**config.mk**
```make
export PLATFORM = sky130hd
export DESIGN_NAME = utf8_stream_decoder_unit
export DESIGN_NICKNAME = d
export VERILOG_FILES = /design/src/hw/rtl/u8d_pkg.sv /design/src/hw/rtl/utf8_stream_decoder_unit.sv
export SDC_FILE = /design/constraint.sdc
export NUM_CORES = 1
export LEC_CHECK = 0
export BUFFER_PORTS_ARGS = -buffer_cell sky130_fd_sc_hd__buf_2
export CORE_MARGIN = 2
export CORE_UTILIZATION = 55
export DETAILED_ROUTE_END_ITERATION = 8
export PLACE_DENSITY = 0.74
export SLEW_MARGIN = 20
export SYNTH_ARGS = -nofsm -noshare
export SYNTH_HDL_FRONTEND = slang
export SYNTH_SLANG_ARGS = --single-unit
```
**constraint.sdc**
```tcl
create_clock -name clk -period 2.79 [get_ports clk]
set_input_delay 0.1395 -clock clk [delete_from_list [all_inputs] [get_ports clk]]
set_output_delay 0.1395 -clock clk [all_outputs]
set_load 0.01 [all_outputs]
```
**src/hw/rtl/u8d_pkg.sv**
```systemverilog
package u8d_pkg;

  localparam int CpW       = 21;
  localparam int FifoDepth = 4;
  localparam int PtrW      = $clog2(FifoDepth);
  localparam int CntW      = $clog2(FifoDepth + 1);

  localparam logic [CpW-1:0] ReplCp   = 21'h00FFFD;
  localparam logic [7:0]     AsciiLim = 8'h80;
  localparam logic [7:0]     ContMask = 8'hC0;
  localparam logic [7:0]     ContCode = 8'h80;
  localparam logic [7:0]     Lead2Msk = 8'hE0;
  localparam logic [7:0]     Lead2Cod = 8'hC0;
  localparam logic [7:0]     Lead3Msk = 8'hF0;
  localparam logic [7:0]     Lead3Cod = 8'hE0;
  localparam logic [7:0]     Lead4Msk = 8'hF8;
  localparam logic [7:0]     Lead4Cod = 8'hF0;
  localparam logic [7:0]     ContPay  = 8'h3F;
  localparam logic [7:0]     Lead2Pay = 8'h1F;
  localparam logic [7:0]     Lead3Pay = 8'h0F;
  localparam logic [7:0]     Lead4Pay = 8'h07;

  localparam logic [1:0] RemNone = 2'd0;
  localparam logic [1:0] RemOne  = 2'd1;
  localparam logic [1:0] RemTwo  = 2'd2;
  localparam logic [1:0] RemThr  = 2'd3;

  typedef struct packed {
    logic [CpW-1:0] code_point;
    logic           is_replacement;
    logic           end_of_string;
    logic           last_of_run;
  } result_t;

  typedef struct packed {
    logic           emit;
    result_t        res;
    logic [1:0]     rem;
    logic [CpW-1:0] acc;
  } lead_t;

  // Decode a byte seen while no continuation is expected.
  function automatic lead_t lead_decode(input logic [7:0] b);
    lead_t l;
    l.emit = 1'b0;
    l.res  = '{code_point: '0, is_replacement: 1'b0, end_of_string: 1'b0,
               last_of_run: 1'b1};
    l.rem  = RemNone;
    l.acc  = '0;
    if (b < AsciiLim) begin
      l.emit               = 1'b1;
      l.res.code_point     = {{(CpW-8){1'b0}}, b};
      l.res.end_of_string  = (b == 8'h00);
    end else if ((b & Lead2Msk) == Lead2Cod) begin
      l.rem = RemOne;
      l.acc = {{(CpW-8){1'b0}}, b & Lead2Pay};
    end else if ((b & Lead3Msk) == Lead3Cod) begin
      l.rem = RemTwo;
      l.acc = {{(CpW-8){1'b0}}, b & Lead3Pay};
    end else if ((b & Lead4Msk) == Lead4Cod) begin
      l.rem = RemThr;
      l.acc = {{(CpW-8){1'b0}}, b & Lead4Pay};
    end else begin
      l.emit               = 1'b1;
      l.res.code_point     = ReplCp;
      l.res.is_replacement = 1'b1;
    end
    return l;
  endfunction

endpackage

```
**src/hw/rtl/utf8_stream_decoder_unit.sv**
```systemverilog
// Lenient UTF-8 decoder: takes one byte per cycle while in_ready is high and
// gives code points. Each accepted byte is decoded in the cycle of its
// transfer against the pending form state; its zero, one or two results enter
// a four-entry result buffer, and out_valid rises the cycle after the transfer.
// The buffer drains one result per cycle while out_ready is high; in_ready
// stays high while it has two free entries, so input stalls when fewer are
// free, as when the output is held off or broken forms give two results each.
module utf8_stream_decoder_unit
  import u8d_pkg::*;
(
  input  logic           clk,
  input  logic           rst_n,
  input  logic           in_valid,
  output logic           in_ready,
  input  logic [7:0]     in_byte_in,
  output logic           out_valid,
  input  logic           out_ready,
  output logic [CpW-1:0] out_code_point,
  output logic           out_is_replacement,
  output logic           out_end_of_string,
  output logic           out_last_of_run
);

  logic [1:0]     rem_r, rem_nxt;
  logic [CpW-1:0] acc_r, acc_nxt;
  logic [PtrW-1:0] wr_ptr_r, rd_ptr_r;
  logic [CntW-1:0] count_r;
  result_t         buf_r [FifoDepth];

  logic     push, pop, is_cont;
  logic [1:0] n_res;
  result_t  res0, res1;
  lead_t    ld;
  logic [CpW-1:0] acc_sh;

  assign push     = in_valid && in_ready;
  assign pop      = out_valid && out_ready;
  assign in_ready = (count_r <= CntW'(FifoDepth - 2));
  assign is_cont  = ((in_byte_in & ContMask) == ContCode);
  assign acc_sh   = {acc_r[CpW-7:0], in_byte_in[5:0]};
  assign ld       = lead_decode(in_byte_in);

  // Decode the incoming byte against the pending form
  always_comb begin
    rem_nxt = rem_r;
    acc_nxt = acc_r;
    n_res   = 2'd0;
    res0    = ld.res;
    res1    = ld.res;
    if (rem_r != RemNone) begin
      if (is_cont) begin
        rem_nxt = rem_r - 2'd1;
        acc_nxt = acc_sh;
        if (rem_r == RemOne) begin
          n_res = 2'd1;
          res0  = '{code_point: acc_sh, is_replacement: 1'b0,
                    end_of_string: (acc_sh == '0), last_of_run: 1'b1};
          acc_nxt = '0;
        end
      end else begin
        // drop the broken form, then treat this byte as a lead
        res0    = '{code_point: ReplCp, is_replacement: 1'b1,
                    end_of_string: 1'b0, last_of_run: !ld.emit};
        res1    = ld.res;
        n_res   = ld.emit ? 2'd2 : 2'd1;
        rem_nxt = ld.rem;
        acc_nxt = ld.acc;
      end
    end else begin
      res0    = ld.res;
      n_res   = ld.emit ? 2'd1 : 2'd0;
      rem_nxt = ld.rem;
      acc_nxt = ld.acc;
    end
  end

  // Advance decoder state on each input transfer
  always_ff @(posedge clk) begin
    if (!rst_n) begin
      rem_r <= RemNone;
      acc_r <= '0;
    end else if (push) begin
      rem_r <= rem_nxt;
      acc_r <= acc_nxt;
    end
  end

  // Result buffer control
  always_ff @(posedge clk) begin
    if (!rst_n) begin
      wr_ptr_r <= '0;
      rd_ptr_r <= '0;
      count_r  <= '0;
    end else begin
      if (push) begin
        wr_ptr_r <= wr_ptr_r + PtrW'(n_res);
      end
      if (pop) begin
        rd_ptr_r <= rd_ptr_r + PtrW'(1);
      end
      count_r <= count_r + (push ? CntW'(n_res) : CntW'(0)) - CntW'(pop);
    end
  end

  // Result buffer storage
  always_ff @(posedge clk) begin
    if (push && n_res != 2'd0) begin
      buf_r[wr_ptr_r] <= res0;
    end
    if (push && n_res == 2'd2) begin
      buf_r[wr_ptr_r + PtrW'(1)] <= res1;
    end
  end

  assign out_valid          = (count_r != '0);
  assign out_code_point     = buf_r[rd_ptr_r].code_point;
  assign out_is_replacement = buf_r[rd_ptr_r].is_replacement;
  assign out_end_of_string  = buf_r[rd_ptr_r].end_of_string;
  assign out_last_of_run    = buf_r[rd_ptr_r].last_of_run;

  // Checks
  a_count_bound: assert property (@(posedge clk) disable iff (!rst_n)
    count_r <= CntW'(FifoDepth))
    else $error("result buffer count overflow");

  a_first_is_repl: assert property (@(posedge clk) disable iff (!rst_n)
    (out_valid && !out_last_of_run) |-> out_is_replacement)
    else $error("non-final result is not a replacement");

  a_eos_zero: assert property (@(posedge clk) disable iff (!rst_n)
    (out_valid && out_end_of_string) |-> (out_code_point == '0 && !out_is_replacement))
    else $error("end of string with nonzero code point");

  a_ascii_idle: assert property (@(posedge clk) disable iff (!rst_n)
    (push && in_byte_in < AsciiLim) |=> (rem_r == RemNone && acc_r == '0))
    else $error("ascii byte left a pending form");

  a_push_valid: assert property (@(posedge clk) disable iff (!rst_n)
    (push && n_res != 2'd0) |=> out_valid)
    else $error("result pushed but output not valid");

endmodule

```
* Word-level counts from Yosys, hierarchy flattened
Memory sizes are Yosys's and may differ from the RTL's. A register that Yosys moved wholly into a read port is not among the register bits. Cells that the tools add are included. Widths: inputs -> output; s select.
Word-level totals: RAM bits 96, bits in registers 24, memories 1, output and inout bits 26, logic and storage cells 60, input port bits 12
Memory list:
- buf_r | words 4, width 24, read ports 1, clocked after Yosys merged registers in 1, write ports 2, line utf8_stream_decoder_unit.sv:28 | result_t buf_r [FifoDepth];
Cells by class: $lt $le $gt $ge 2, equal/unequal tests 6, multiplexer cells 30, $add $sub $neg 6, reduce and logical (&&, ||, !) cells 10
Operators with widths (number):
- $mux 23 | 7
- $mux 24 | 3
- $mux 15 | 3
- $mux 22 | 1
- $logic_not 21->1 | 1
- $mux 2 | 8
- $logic_not 8->1 | 1
- $lt 8x8->1 const B | 1
- $mux 1 | 8
- $eq 5x5->1 const B | 1
- $add 2x1->2 const B | 2
- $eq 2x2->1 const B | 2
- $eq 4x4->1 const B | 1
- $logic_and 1x1->1 | 4
- $reduce_bool 2->1 | 2
- $add 3x2->3 | 1
- $eq 3x3->1 const B | 1
- $le 3x2->1 const B | 1
- $reduce_bool 3->1 | 1
- $sub 3x1->3 | 1
- $add 2x2->2 | 1
- $eq 2x1->1 const B | 1
- $sub 2x1->2 const B | 1
- $logic_not 1->1 | 1

* Logic depth before layout (Yosys ltp)
Gate-level depths: netlist of run 1.
word-level depth 12, gate-level depth with buffers 15, gate-level depth less buffers 14

* Worst setup path after synthesis of run 1
Ideal clock, no wire load.
path kind register to register, start point register rem_r[0], end point register count_r[2], library setup time 0.115 ns, buffers on the path 1, setup slack 0.066 ns, clock period less this slack 2.724 ns, cell stages (with the launch flop) 16, arrival 2.609 ns, data required time 2.675 ns, cells stage by stage dfxtp_1 -> inv_1 -> ha_1 -> and3_1 -> a22o_1 -> buf_6 -> nor2_1 -> nand2_1 -> ha_1 -> inv_1 -> ha_1 -> inv_1 -> fa_1 -> xor2_1 -> xnor2_1 -> and2_1
On the way: longest elaborated chain between the ends 7, elaborated cells on any way between the ends 8, those cells by class add/sub (2); eq/ne (1); mux (4); reduce/logical (1)
RTL lines:
- from (decl) | line utf8_stream_decoder_unit.sv:24 | logic [1:0] rem_r, rem_nxt;
- from (signal assigned) | line utf8_stream_decoder_unit.sv:80 | rem_r <= RemNone;
- from (signal assigned) | line utf8_stream_decoder_unit.sv:83 | rem_r <= rem_nxt;
- $eq 2x1->1 | line utf8_stream_decoder_unit.sv:54 | if (rem_r == RemOne) begin
- $mux 1 | line utf8_stream_decoder_unit.sv:54
- $mux 2 | line utf8_stream_decoder_unit.sv:51 | if (is_cont) begin
- $mux 2 (*) | line utf8_stream_decoder_unit.sv:50 | if (rem_r != RemNone) begin
- $mux 2 (*) | line utf8_stream_decoder_unit.sv:101 | count_r <= count_r + (push ? CntW'(n_res) : CntW'(0)) - CntW'(pop);
- $add 3x2->3 (*) | line utf8_stream_decoder_unit.sv:101
- $sub 3x1->3 (*) | line utf8_stream_decoder_unit.sv:101
- to (signal assigned) | line utf8_stream_decoder_unit.sv:101
- to (decl) | line utf8_stream_decoder_unit.sv:27 | logic [CntW-1:0] count_r;
Every way passes the cells marked *; elsewhere a longest branch is shown, timed or not. A chain may end at the register's enable or synchronous reset.

* Worst setup path in the final report of run 1
Ends and elaborated chain as after synthesis.

==> summary.md, run 1 <==
| Metric | Value |
|---|---|
| Syn nets | `600` |
| Clock Tree Buf Depth | `2` |
| Pin count of the biggest net entering global routing | `30` |
| Antenna violations before repair | `0` |
| Minimum clock period | `2.58 ns` |
| Worst Max-Slew Pin Slew | `around 0.7 ns` |
| Final #Nets | `~650` |
| Status | `finished clean` |
| Register area share after synthesis | `0.523` |
| Core Area | `approximately 0.011 mm²` |
| Final Hold Violating Endpoints | `0` |
| I/O Buffers | `37` |
| Vias per std cell | `6.34` |
| Critical Path End Type | `flip-flop` |
| Crit path max-delay family | `adder cells` |
| Final HPWL DP | `around 11000 µm` |
| First-pass GRT wire length | `26200 µm` |
| Most common cell after layout, fill and taps aside | `nand2_1` |
| Gpl congestion | `between 1 and 1.5` |
| Die X-Extent | `about 110 µm` |
| Diodes inserted | `0` |
| Post-route DRC | `0` |
| Slew margin rel. | `0.533` |
| Area of the die | `0.0118 mm²` |
| CP required | `3.22 ns` |
| Synth Warn # | `0` |
| Worst path max stage delay | `~0.38 ns` |
| Asr flop ratio synth | `0` |
| Die span in y | `about 110 µm` |
| H-tree levels | `4` |
| Core Rows | `38` |
| Clock slew at reported path FFs | `0.06 ns` |
| Post-DR wirelength/cell | `21.2 µm` |
| Mean area per synthesized cell | `approximately 10 µm²` |
| # clock sinks | `122` |
| PwrDens | `between 800 and 900 mW/mm²` |
| WP buf/inv | `3` |
| Post-synth top flop | `edfxtp_1` |
| CTS Buf Count | `17` |
| RSZ-0062 raised after global routing | `false` |
| Mapped Cells | `between 500 and 600` |
| # setup viols final | `0` |
| Hold WS | `0.0184 ns` |
| Final TNS setup | `0 ns` |
| Fraction of layout cells with a size suffix above 1 | `0.215` |
| Worst setup SP type | `flip-flop` |
| Routed WL | `between 15000 and 20000 µm` |
| Yosys top cell by area | `edfxtp_1` |
| Initial Utilization | `0.560` |
| F_max | `0.387 GHz` |
| Final period util | `0.925` |
| Worst-skew pair later-pin latency | `0.53 ns` |
| Via count | `4954` |
| Initial detailed-routing violation count | `around 700` |
| Top Ports | `38` |
| Count of cell types in the netlist | `53` |
| Area grow syn2layout | `18.4%` |
| GRT overflow | `0` |
| Critical Path AT | `~3 ns` |
| Overall routing resource usage | `0.300` |
| Setup Crit Path Kind | `flip-flop to flip-flop` |
| Commonest cells after routing, fill and taps aside | `nand2_1, edfxtp_1, a21oi_1, dfxtp_1, buf_2` |
| Leakage power | `2.59 nW` |
| Max Slew Vio Count | `0` |
| ANT nets after route | `0` |
| Vias in the first global route | `approximately 4800` |
| Class of the worst hold path | `input pin to flip-flop` |
| CP max FO | `5` |
| Critical-path cell list | `inv_2 > ha_4 > and3_1 > a22o_1 > nor2_2 > nand2_1 > ha_1 > inv_1 > ha_1 > inv_1 > fa_1 > xor2_1 > xnor2_1 > and2_1` |
| Cell area after synthesis | `0.00604 mm²` |
| Number of synthesized flops with an enable pin | `~70` |
| Largest cells by area after synthesis | `edfxtp_1, dfxtp_1, mux4_2` |
| CP max stage cell | `fa_1` |
| Root buffer cell | `clkbuf_8` |
| Max Cap Viol | `0` |
| Yosys top cell area share | `0.358` |
| Skew final | `roughly 0.0064 ns` |
| Peak supply drop | `0.600 mV` |
| CTS tree | `done` |
| Initial DRT Pass Iterations | `6` |
| Register bit total from synthesis | `approximately 120` |
timing repair:
| item | in CTS | in global routing |
|---|---|---|
| resized for setup | 0 | 6 |
| hold endpoints to repair | 3 | 0 |
| setup buffers | 0 | 0 |
| endpoints found under the setup margin | 0 | 1 |
| hold buffers | 3 | 0 |
final cells by class:
| class | instances | area, µm² |
|---|---|---|
| clock buffers | 17 | 414 |
| clock inverters | 15 | 213 |
| fillers | 797 | 3640 |
| inverters | 12 | 45.0 |
| multi-input cells | 404 | 2650 |
| flip-flops and latches | 122 | 3160 |
| well taps | 140 | 175 |
| repair buffers | 72 | 497 |
final timing paths:
check                                               start                         to  slack, ns  cells after the start
worst max register to register      rem_r[0]$_SDFFE_PN0P_      count_r[2]$_SDFF_PN0_       0.21                     14
worst max-delay path                rem_r[0]$_SDFFE_PN0P_      count_r[2]$_SDFF_PN0_       0.21                     14
worst min register to register  buf_r[1][20]$_SDFFE_PP0N_  buf_r[1][20]$_SDFFE_PP0N_       0.46                      2
worst min-delay path                        in_byte_in[1]      acc_r[1]$_SDFFE_PN0P_       0.02                      3
logic make-up (layout without fill, tap and decap cells):
kind of cell             count (synthesis)  count (layout)  share of synthesized area
buffers and inverters                   55             116                     0.0414
AND/OR/NAND/NOR                        205             205                      0.164
flip-flops                             122             122                      0.523
multiplexers                            24              24                     0.0894
XOR/XNOR                                 5               5                    0.00725
AO/OA/AOI/OAI                          163             163                      0.159
adder cells (fa/ha/maj)                  7               7                     0.0157
routing by layer:
| metal | part of all wire | track usage | routed length (µm) |
|---|---|---|---|
| met4 | 0.026 | 0.118 | 436 |
| met1 | 0.39 | 0.393 | 6490 |
| met5 | 0 | 0 | 0 |
| met3 | 0.089 | 0.0622 | 1480 |
| met2 | 0.49 | 0.491 | 8160 |
per-stage QoR:
step	total power [mW]	util	cell area (µm²)	setup WS (ns)	instances
floorplan	3.11	-	6040	0.0663	581
global placement	3.53	0.600	6480	0.152	747
detailed placement	3.56	0.600	6480	0.0525	747
CTS	5.89	0.661	7130	0.0188	782
global route	6.11	0.663	7150	0.0191	782
finish	5.89	0.663	7150	0.208	782
sequential cells by signal, summed over array words and instances (netlist names), named ones only:
signal / flops
acc_r: 15
wr_ptr_r: 2
buf_r: 96
rem_r: 2
rd_ptr_r: 2
count_r: 3
Yosys cell counts, types with 5 or more instances:
cell type  instances
and3_1             9
inv_1             12
nor4_1             5
nor3_1            20
and2_1            10
nor2b_1           11
a31oi_1            5
clkbuf_1          20
o21ai_1           30
dfxtp_1           50
nor2_1            35
edfxtp_1          72
ha_1               6
or3_1              6
buf_2             17
a21boi_0          11
nand2b_1           6
o21ai_0           25
o21a_1             9
mux4_2            24
a22oi_1            5
nand2_1           85
a21oi_1           53
nand3_1            6
where the power goes:
group	switching, mW	total [mW]	internal [mW]
Sequential	0.0666	2.14	2.07
Clock	0.882	2.35	1.47
Combinational	0.806	1.40	0.594
Total	1.75	5.89	4.14
worst min-delay path, stage by stage:
cell and delay [ns]:
buf_2 0.17, a22oi_1 0.09, nor2b_1 0.12
Note: power is estimated with default switching activity, not from simulation.
==> run 2: changes to the inputs <==
--- a/config.mk
+++ b/config.mk
@@ -6,10 +6,12 @@
 export NUM_CORES = 1
 export LEC_CHECK = 0
 export BUFFER_PORTS_ARGS = -buffer_cell sky130_fd_sc_hd__buf_2
+export CELL_PAD_IN_SITES_DETAIL_PLACEMENT = 1
+export CELL_PAD_IN_SITES_GLOBAL_PLACEMENT = 2
 export CORE_MARGIN = 2
-export CORE_UTILIZATION = 55
+export CORE_UTILIZATION = 36
 export DETAILED_ROUTE_END_ITERATION = 8
-export PLACE_DENSITY = 0.74
+export PLACE_DENSITY_LB_ADDON = 0.1
 export SLEW_MARGIN = 20
 export SYNTH_ARGS = -nofsm -noshare
 export SYNTH_HDL_FRONTEND = slang
==> summary.md, run 2 (same netlist as run 1, synthesis figures left out) <==
| Metric | Value |
|---|---|
| # clock sinks | `122` |
| Critical-path cell list | `inv_1 > ha_2 > and3_1 > a22o_1 > nor2_2 > nand2_1 > ha_1 > inv_1 > ha_1 > inv_1 > fa_1 > xor2_1 > xnor2_1 > and2_1` |
| Crit path max-delay family | `adder cells` |
| Top Ports | `38` |
| Final #Nets | `655` |
| Commonest cells after routing, fill and taps aside | `nand2_1, edfxtp_1, a21oi_1, dfxtp_1, buf_4` |
| Initial DRT Pass Iterations | `5` |
| Leakage power | `2.59 nW` |
| Cell area after layout | `0.00720 mm²` |
| Final TNS setup | `0 ns` |
| Routed WL | `about 19000 µm` |
| Comb power frac | `0.242` |
| Setup Crit Path Kind | `flip-flop to flip-flop` |
| Post-DP Area | `between 0.006 and 0.007 mm²` |
| Via count | `4774` |
| Worst Max-Slew Pin Slew | `roughly 0.76 ns` |
| Top flop regs | `buf_r: 96 flops, acc_r: 15 flops, count_r: 3 flops` |
| Worst Reg-to-Reg Cells | `14` |
| Core Area | `between 0.015 and 0.02 mm²` |
| Most common cell after layout, fill and taps aside | `nand2_1` |
| Post-route DRC | `0` |
| Critical path depth in cells | `14` |
| Clk pwr share | `0.376` |
| Diodes inserted | `0` |
| Gpl congestion | `roughly 0.84` |
| Critical Path AT | `2.91 ns` |
| Post-DR wirelength/cell | `~22 µm` |
| Die X-Extent | `134 µm` |
| H-tree levels | `4` |
| CP most frequent cell | `inv_1` |
| Final Hold Violating Endpoints | `0` |
| Class of the worst hold path | `input pin to flip-flop` |
| Vias in the first global route | `roughly 5000` |
| Clock slew at reported path FFs | `around 0.060 ns` |
| F_max | `between 0.3 and 0.4 GHz` |
| WP buf/inv | `3` |
| Max Cap Viol | `0` |
| Die span in y | `134 µm` |
| Net Sw Power | `roughly 1.7 mW` |
| Area grow syn2layout | `19.2%` |
| Root buffer cell | `clkbuf_16` |
| Final period util | `0.931` |
| Flop2flop setup slack | `slightly below 0.2 ns` |
| Worst-skew pair later-pin latency | `~0.42 ns` |
| Final HPWL DP | `between 10000 and 15000 µm` |
| Minimum clock period | `roughly 2.6 ns` |
| Setup crit end | `count_r[2]$_SDFF_PN0_` |
| Max Slew Vio Count | `0` |
| ANT nets after route | `0` |
| Status | `finished clean` |
| Peak supply drop | `between 0.4 and 0.5 mV` |
| I/O Buffers | `37` |
| CP max FO | `4` |
| Skew final | `0.00646 ns` |
| Int Pwr | `between 4 and 5 mW` |
| RSZ-0062 raised after global routing | `false` |
| Power share of the sequential group | `0.382` |
| CTS tree | `done` |
| Slew margin rel. | `0.494` |
| Area of the die | `between 0.015 and 0.02 mm²` |
| Clock Tree Buf Depth | `2` |
| PwrDens | `slightly below 800 mW/mm²` |
| Crit. Startpoint | `rem_r[0]$_SDFFE_PN0P_` |
| Overall routing resource usage | `0.219` |
| Max reg flops | `between 90 and 100` |
| GRT overflow | `0` |
| Initial detailed-routing violation count | `398` |
| Vias per std cell | `between 5 and 6` |
| Pin count of the biggest net entering global routing | `26` |
| Worst path max stage delay | `around 0.37 ns` |
| Critical Path End Type | `flip-flop` |
| CTS Buf Count | `17` |
| Fraction of layout cells with a size suffix above 1 | `0.222` |
| Sw Share | `0.297` |
| Antenna violations before repair | `0` |
| Worst setup SP type | `flip-flop` |
| R2R Path Start | `rem_r[0]$_SDFFE_PN0P_` |
| CP required | `3.11 ns` |
| Initial Utilization | `0.366` |
| Worst R2R End | `count_r[2]$_SDFF_PN0_` |
| CP max stage cell | `fa_1` |
| Core Rows | `between 40 and 50` |
| # setup viols final | `0` |
| Largest register by flop count | `buf_r` |
| First-pass GRT wire length | `between 20000 and 30000 µm` |
| # Post-CTS Setup Buffers | `0` |
[run 2: final cells by class]
class	count	area [µm²]
multi-input combinational	404	2640
tap	220	275
sequential	122	3170
clock inverter	6	62.6
fill	1829	9320
inverter	12	45.0
clock buffer	25	507
timing repair buffer	79	513
[run 2: worst min path at each step]
stage	from	endpoint	slack (ns)	cells after the start
after floorplan	rst_n	wr_ptr_r[1]$_SDFFE_PN0P_	0.29	1
after global placement	buf_r[1][21]$_SDFFE_PP0N_	buf_r[1][21]$_SDFFE_PP0N_	0.44	2
after detailed placement	buf_r[0][21]$_SDFFE_PP0P_	buf_r[0][21]$_SDFFE_PP0P_	0.45	2
after CTS	in_byte_in[0]	acc_r[0]$_SDFFE_PN0P_	0.06	3
after global routing	in_byte_in[2]	acc_r[2]$_SDFFE_PN0P_	0.11	3
final	in_byte_in[0]	acc_r[0]$_SDFFE_PN0P_	0.07	3
[run 2: worst register-to-register path: cells and delay by family, from the launching register on]
kind,cells,cell delay (ns)
compound gates,1,0.21
fa+ha+maj,4,0.98
xor+xnor,2,0.28
flops,1,0.34
buf+inv,3,0.17
simple gates,4,0.53
[run 2: stage by stage]
stage                     cells  hold slack [ns]  setup slack [ns]  power (mW)  utilization
after global placement      837            0.440             0.136        3.60        0.401
after floorplan             581            0.293            0.0663        3.11            -
final                       868           0.0688             0.193        5.72        0.436
after CTS                   868           0.0557            0.0881        5.77        0.436
after global routing        868            0.106            0.0250        5.98        0.436
after detailed placement    837            0.448            0.0982        3.63        0.401
[run 2: routing by layer]
layer	vias to the layer above	global-route usage	wire length (µm)
li1	2238	-	-
met4	0	0.0727	345
met5	-	0	0
met3	28	0.0468	852
met2	127	0.339	8680
met1	2381	0.307	8870
[run 2: power by group through the flow]
stage,Clock (mW),Combinational (mW),Sequential (mW)
2_1_floorplan,0,0.955,2.15
3_3_place_gp,0,1.38,2.22
3_5_place_dp,0,1.40,2.23
4_1_cts,2.18,1.41,2.19
5_1_grt,2.26,1.51,2.21
6_report,2.15,1.39,2.19
[run 2: repair_timing]
| action | 4_1_cts | 5_1_grt |
|---|---|---|
| hold buffers | 0 | 0 |
| endpoints found under the setup margin | 0 | 1 |
| resized for setup | 0 | 3 |
